## src/sv/lcs_pkg.sv

```systemverilog
// ----------------------------------------------------------------------------
// Longest common substring package
// Shared sizes, command and status types for the core and its parts.
// ----------------------------------------------------------------------------
package lcs_pkg;

   localparam int MaxLen    = 256;
   localparam int AddrWidth = $clog2(MaxLen);
   localparam int CntWidth  = AddrWidth + 1;
   localparam int CharWidth = 8;

   // Commands from the controller to the datapath.
   typedef struct packed {
      logic                 load_first;   // append request byte to first string
      logic                 load_second;  // append request byte to second string
      logic                 start;        // clear row and best, set i and j
      logic                 rd_issue;     // read first[i] and second[j-1], row[j-1]
      logic                 cell_update;  // apply one cell of the recurrence
      logic                 next_row;     // advance i, reset j
      logic                 clear_job;    // counts and flag back to zero
      logic                 rsp_load;     // capture the result
   } lcs_cmd_type;

   // Status from the datapath to the controller.
   typedef struct packed {
      logic empty;     // either string empty
      logic j_last;    // current column is the first one (j == 1)
      logic i_last;    // current row is the last one
   } lcs_status_type;

endpackage

```

## src/sv/lcs_ctrl.sv

```systemverilog
// ----------------------------------------------------------------------------
// Longest common substring controller
// Sequences loading, the row-by-row scan and the response handshake.
// ----------------------------------------------------------------------------
module lcs_ctrl (
   input  logic                    clock,
   input  logic                    reset,
   input  logic                    req_valid,
   output logic                    req_ready,
   input  logic                    req_opcode,
   input  logic                    req_last_char,
   output logic                    rsp_valid,
   input  logic                    rsp_ready,
   output lcs_pkg::lcs_cmd_type    cmd,
   input  lcs_pkg::lcs_status_type status
);

   typedef enum logic [2:0] {
      LOAD, START, READ, CELL, RESULT
   } state_type;

   state_type state_ff, state_in;
   logic      rsp_valid_ff, rsp_valid_in;
   logic      req_fire;

   assign req_ready = (state_ff == LOAD);
   assign req_fire  = req_valid & req_ready;
   assign rsp_valid = rsp_valid_ff;

   // Next state and commands.
   always_comb begin
      state_in     = state_ff;
      rsp_valid_in = rsp_valid_ff;
      cmd          = '0;
      // The output register empties when the response is taken.
      if (rsp_valid_ff && rsp_ready) begin
         rsp_valid_in = 1'b0;
      end
      case (state_ff)
         LOAD: begin
            if (req_fire) begin
               cmd.load_first  = ~req_opcode;
               cmd.load_second = req_opcode;
               if (req_opcode && req_last_char) begin
                  cmd.start = 1'b1;
                  state_in  = START;
               end
            end
         end
         START: begin
            state_in = status.empty ? RESULT : READ;
         end
         READ: begin
            cmd.rd_issue = 1'b1;
            state_in     = CELL;
         end
         CELL: begin
            cmd.cell_update = 1'b1;
            if (!status.j_last) begin
               state_in = READ;
            end else if (!status.i_last) begin
               cmd.cell_update = 1'b1;
               cmd.next_row    = 1'b1;
               state_in        = READ;
            end else begin
               state_in = RESULT;
            end
         end
         RESULT: begin
            // Move the result into the output register once it is free.
            if (!rsp_valid_ff || rsp_ready) begin
               cmd.rsp_load  = 1'b1;
               cmd.clear_job = 1'b1;
               rsp_valid_in  = 1'b1;
               state_in      = LOAD;
            end
         end
         default: state_in = LOAD;
      endcase
   end

   // State and registered outputs.
   always_ff @(posedge clock) begin
      if (reset) begin
         state_ff     <= LOAD;
         rsp_valid_ff <= 1'b0;
      end else begin
         state_ff     <= state_in;
         rsp_valid_ff <= rsp_valid_in;
      end
   end

endmodule

```

## config.mk

```make
export PLATFORM = sky130hd
export DESIGN_NAME = lcs_ctrl
export DESIGN_NICKNAME = d
export VERILOG_FILES = /design/src/sv/lcs_pkg.sv /design/src/sv/lcs_ctrl.sv
export SDC_FILE = /design/constraint.sdc
export NUM_CORES = 1
export LEC_CHECK = 0
export BUFFER_PORTS_ARGS = -buffer_cell sky130_fd_sc_hd__buf_2
export CAP_MARGIN = 20
export CORE_AREA = 4 4 41 43
export DETAILED_ROUTE_END_ITERATION = 16
export DIE_AREA = 0 0 45 47
export GPL_ROUTABILITY_DRIVEN = 0
export PLACE_DENSITY_LB_ADDON = 0.3
export SLEW_MARGIN = 10
export SYNTH_ARGS = -nofsm -noshare
export SYNTH_HDL_FRONTEND = slang
export SYNTH_SLANG_ARGS = --single-unit
```

## constraint.sdc

```tcl
create_clock -name clock -period 1.15 [get_ports clock]
set_input_delay 0.23 -clock clock [delete_from_list [all_inputs] [get_ports clock]]
set_output_delay 0.23 -clock clock [all_outputs]
set_load 0.005 [all_outputs]
```

==> impl_metrics.prom <==
# TYPE chip_impl_metric gauge
chip_impl_metric{name="dp.final_hpwl",unit="um"} 509
chip_impl_metric{name="cts_num_sinks",unit=""} 4
chip_impl_metric{name="critical-path-max-stage-delay",unit="ns"} 0.36
chip_impl_metric{name="power_leakage",unit="nW"} 0.240
chip_impl_metric{name="drc_errors",unit=""} 0
chip_impl_metric{name="yosys.area.top_type_share",unit="%"} 30.8
chip_impl_metric{name="syn-cell-area",unit="um2"} 260
chip_impl_metric{name="placed_cell_area",unit="um2"} 368
chip_impl_metric{name="max-clock-path-buffers",unit=""} 2
chip_impl_info{name="cts_root_cell",value="clkbuf_4"} 1
chip_impl_metric{name="synth_nets",unit=""} 41
chip_impl_metric{name="dpl_worst_slack",unit="ns"} -0.0329
chip_impl_metric{name="final_non_filler_cell_area",unit="um2"} 499
chip_impl_metric{name="postSynthCellCount",unit=""} 32
chip_impl_info{name="min_delay_path_class",value="input pin to flip-flop"} 1
chip_impl_info{name="timing.critical_path.from_type",value="flip-flop"} 1
chip_impl_metric{name="reg2regPathDepth",unit=""} 3
chip_impl_metric{name="final-max-slew-violation-count",unit=""} 0
chip_impl_info{name="worstReg2RegStart",value="state_ff[0]"} 1
chip_impl_metric{name="finalWorstPathRequiredPeriod",unit="ns"} 1.41
chip_impl_metric{name="global_route.usage.total",unit="%"} 7.98
chip_impl_metric{name="worst-endpoint-arrival",unit="ns"} 1.18
chip_impl_metric{name="antenna_left",unit=""} 0
chip_impl_info{name="worstSetupPathType",value="flip-flop to primary output"} 1
chip_impl_metric{name="floorplan.core_area",unit="um2"} 1300
chip_impl_metric{name="slew_headroom",unit="%"} 85.2
chip_impl_metric{name="timing.final.hold_violations",unit=""} 0
chip_impl_metric{name="maxClockFrequency",unit="GHz"} 0.707
chip_impl_metric{name="die_w",unit="um"} 45
chip_impl_metric{name="vdd_ir_drop_max",unit="uV"} 568
chip_impl_metric{name="clk_latency",unit="ns"} 0.24
chip_impl_info{name="synth.area.top_cells",value="dfxtp_1 (31%), nor3_4 (6.3%), buf_4 (5.8%)"} 1
chip_impl_metric{name="finalNetCount",unit=""} 68
chip_impl_metric{name="wl_cell",unit="um"} 11.2
chip_impl_metric{name="htreeDepth",unit=""} 1
chip_impl_info{name="worst_path_dominant_cell_family",value="simple AND/OR/NAND/NOR gates"} 1
chip_impl_metric{name="synth.yosys.seq_area_share",unit="%"} 30.8
chip_impl_metric{name="postSynthAreaPerCell",unit="um2"} 8.13
chip_impl_metric{name="route.final.wire_length",unit="um"} 804
chip_impl_metric{name="max_cap_viol_count",unit=""} 0
chip_impl_info{name="outcome",value="complete, but fails checks"} 1
chip_impl_metric{name="timing.final.ws_setup",unit="ns"} -0.264
chip_impl_metric{name="cts.clk_slew.worst_paths",unit="ns"} 0.04
chip_impl_metric{name="yosysWarnings",unit=""} 0
chip_impl_metric{name="vias_in_the_first_global_route",unit=""} 287
chip_impl_metric{name="grt_first_pass_wirelength",unit="um"} 1120
chip_impl_metric{name="timing.critical_path.buf_inv",unit=""} 1
chip_impl_metric{name="worst-endpoint-required",unit="ns"} 0.92
chip_impl_metric{name="final_core_util",unit="%"} 38.4
chip_impl_metric{name="yosys_register_bits",unit=""} 4
chip_impl_metric{name="first_pass_iters",unit=""} 3
chip_impl_metric{name="die_area",unit="um2"} 2120
chip_impl_metric{name="path_max_fanout",unit=""} 5
chip_impl_info{name="yosys.area.top_type",value="dfxtp_1"} 1
chip_impl_info{name="cp_cell_sequence",value="nor3_4, and3_4, and2_4, buf_6"} 1
chip_impl_metric{name="critical_path_depth",unit=""} 4
chip_impl_info{name="highest_count_cells_in_the_layout_ignoring_fill_and_taps",value="buf_2 (16), buf_6 (6), buf_4 (4)"} 1
chip_impl_metric{name="placement_rows",unit=""} 13
chip_impl_metric{name="numCtsBuffers",unit=""} 3
chip_impl_metric{name="setup_violations",unit=""} 9
chip_impl_info{name="capture_point_of_the_worst_reg_to_reg_path",value="state_ff[2]"} 1
chip_impl_metric{name="worstMarginPinSlew",unit="ns"} 0.219
chip_impl_metric{name="dr_total_vias",unit=""} 330
chip_impl_metric{name="chipHeight",unit="um"} 47
chip_impl_metric{name="area_growth",unit="%"} 91.8
chip_impl_metric{name="detail_routed_via_count_per_cell",unit=""} 4.58
chip_impl_metric{name="grt_antenna_before_repair",unit=""} 0
chip_impl_info{name="cts_tree",value="built"} 1
chip_impl_metric{name="drive_gt1_share",unit="%"} 71.9
chip_impl_metric{name="final_min_period_over_clock_period",unit="%"} 123
chip_impl_info{name="mostFrequentLayoutCell",value="buf_2"} 1
chip_impl_info{name="critical-path-slowest-cell",value="dfxtp_4"} 1
chip_impl_metric{name="num_io_pins",unit=""} 19
chip_impl_metric{name="numPortBuffers",unit=""} 18
chip_impl_metric{name="r2r_setup_slack",unit="ns"} 0.08
chip_impl_metric{name="drt_first_iter_violations",unit=""} 6
chip_impl_metric{name="yosys.cell_types.count",unit=""} 21
chip_impl_metric{name="powerDensity",unit="nW/um2"} 843
chip_impl_metric{name="clock_skew",unit="ns"} 0.00924
chip_impl_metric{name="congestion_overflow_gr",unit=""} 0
chip_impl_info{name="critical_path.endpoint_type",value="primary output"} 1
chip_impl_metric{name="initial_core_utilization",unit="%"} 20.0
chip_impl_metric{name="antenna_cells",unit=""} 0
chip_impl_info{name="failed_checks",value="negative setup slack"} 1
chip_impl_metric{name="grt_start_max_net_pins",unit=""} 8
chip_impl_info{name="crit_path_start",value="state_ff[0]"} 1
chip_impl_info{name="endpoint",value="cmd[5]"} 1
chip_impl_info{name="grt_setup_unrepaired",value="yes"} 1
[worst min path at each step]
| stage | from | end | slack (ns) | depth (start not counted) |
|---|---|---|---|---|
| finish | reset | state_ff[1] | 0.21 | 2 |
| CTS | reset | state_ff[1] | 0.21 | 2 |
| global placement | reset | rsp_valid | 0.46 | 2 |
| detailed placement | reset | rsp_valid | 0.46 | 2 |
| global route | reset | state_ff[1] | 0.21 | 2 |
| floorplan | reset | rsp_valid | 0.30 | 1 |
[cells in the mapped netlist, drive strengths merged]
cell / n
buf: 4
dfxtp: 4
nor2: 4
nand2: 3
a31oi: 2
and3: 2
nor3: 2
a21oi: 1
a22oi: 1
and2: 1
nand2b: 1
nand3: 1
nor2b: 1
nor3b: 1
nor4: 1
nor4b: 1
o32ai: 1
or3b: 1
[final cells by class]
type                    count  area [um2]
clock buffers               3        22.5
fillers                   147         802
multi-input cells          24         191
flip-flops and latches      4        88.8
well taps                  15        18.8
repair buffers             26         178
[metal layers]
metal,global-route usage [%],vias up,routed length [um]
met5,0,-,0
met4,3.51,0,0
met3,7.28,0,114
met2,9.89,21,378
met1,9.32,141,311
li1,-,168,-
[flip-flops by register name, summed over array words and instances, names as in the netlist]
name / flops
rsp_valid: 1
state_ff: 3
[kinds of logic after synthesis]
family          synth area share, %
compound gates                 13.0
flops                          30.8
simple gates                   44.2
buf+inv                        12.0
[worst reg2reg max path, cell delays in order, from the launching register on]
cell and delay (ns):
dfxtp_4 0.37, buf_4 0.13, or3b_1 0.34, o32ai_1 0.12
[where the power goes]
part           leakage (nW)  switching, W  internal, W
clock network        0.0138     0.0000645     0.000117
registers            0.0344    0.00000585     0.000140
logic                 0.192     0.0000366    0.0000569
[through the flow]
stage | hold slack (ns) | setup TNS (ns) | cells | total power (W)
floorplan | 0.299 | -0.0285 | 32 | 0.000179
global placement | 0.462 | -0.0131 | 65 | 0.000212
detailed placement | 0.464 | -0.0356 | 65 | 0.000212
CTS | 0.211 | -1.26 | 70 | 0.000396
global route | 0.210 | -2.07 | 72 | 0.000462
finish | 0.210 | -1.47 | 72 | 0.000421
[timing repair]
action	4_1_cts	5_1_grt
pin swaps	4	6
setup endpoints to repair	9	9
hold buffers	0	0
setup buffers	2	2
gates cloned	0	0
resized for setup	7	14
No activity file was read; power rests on OpenSTA's default activity.
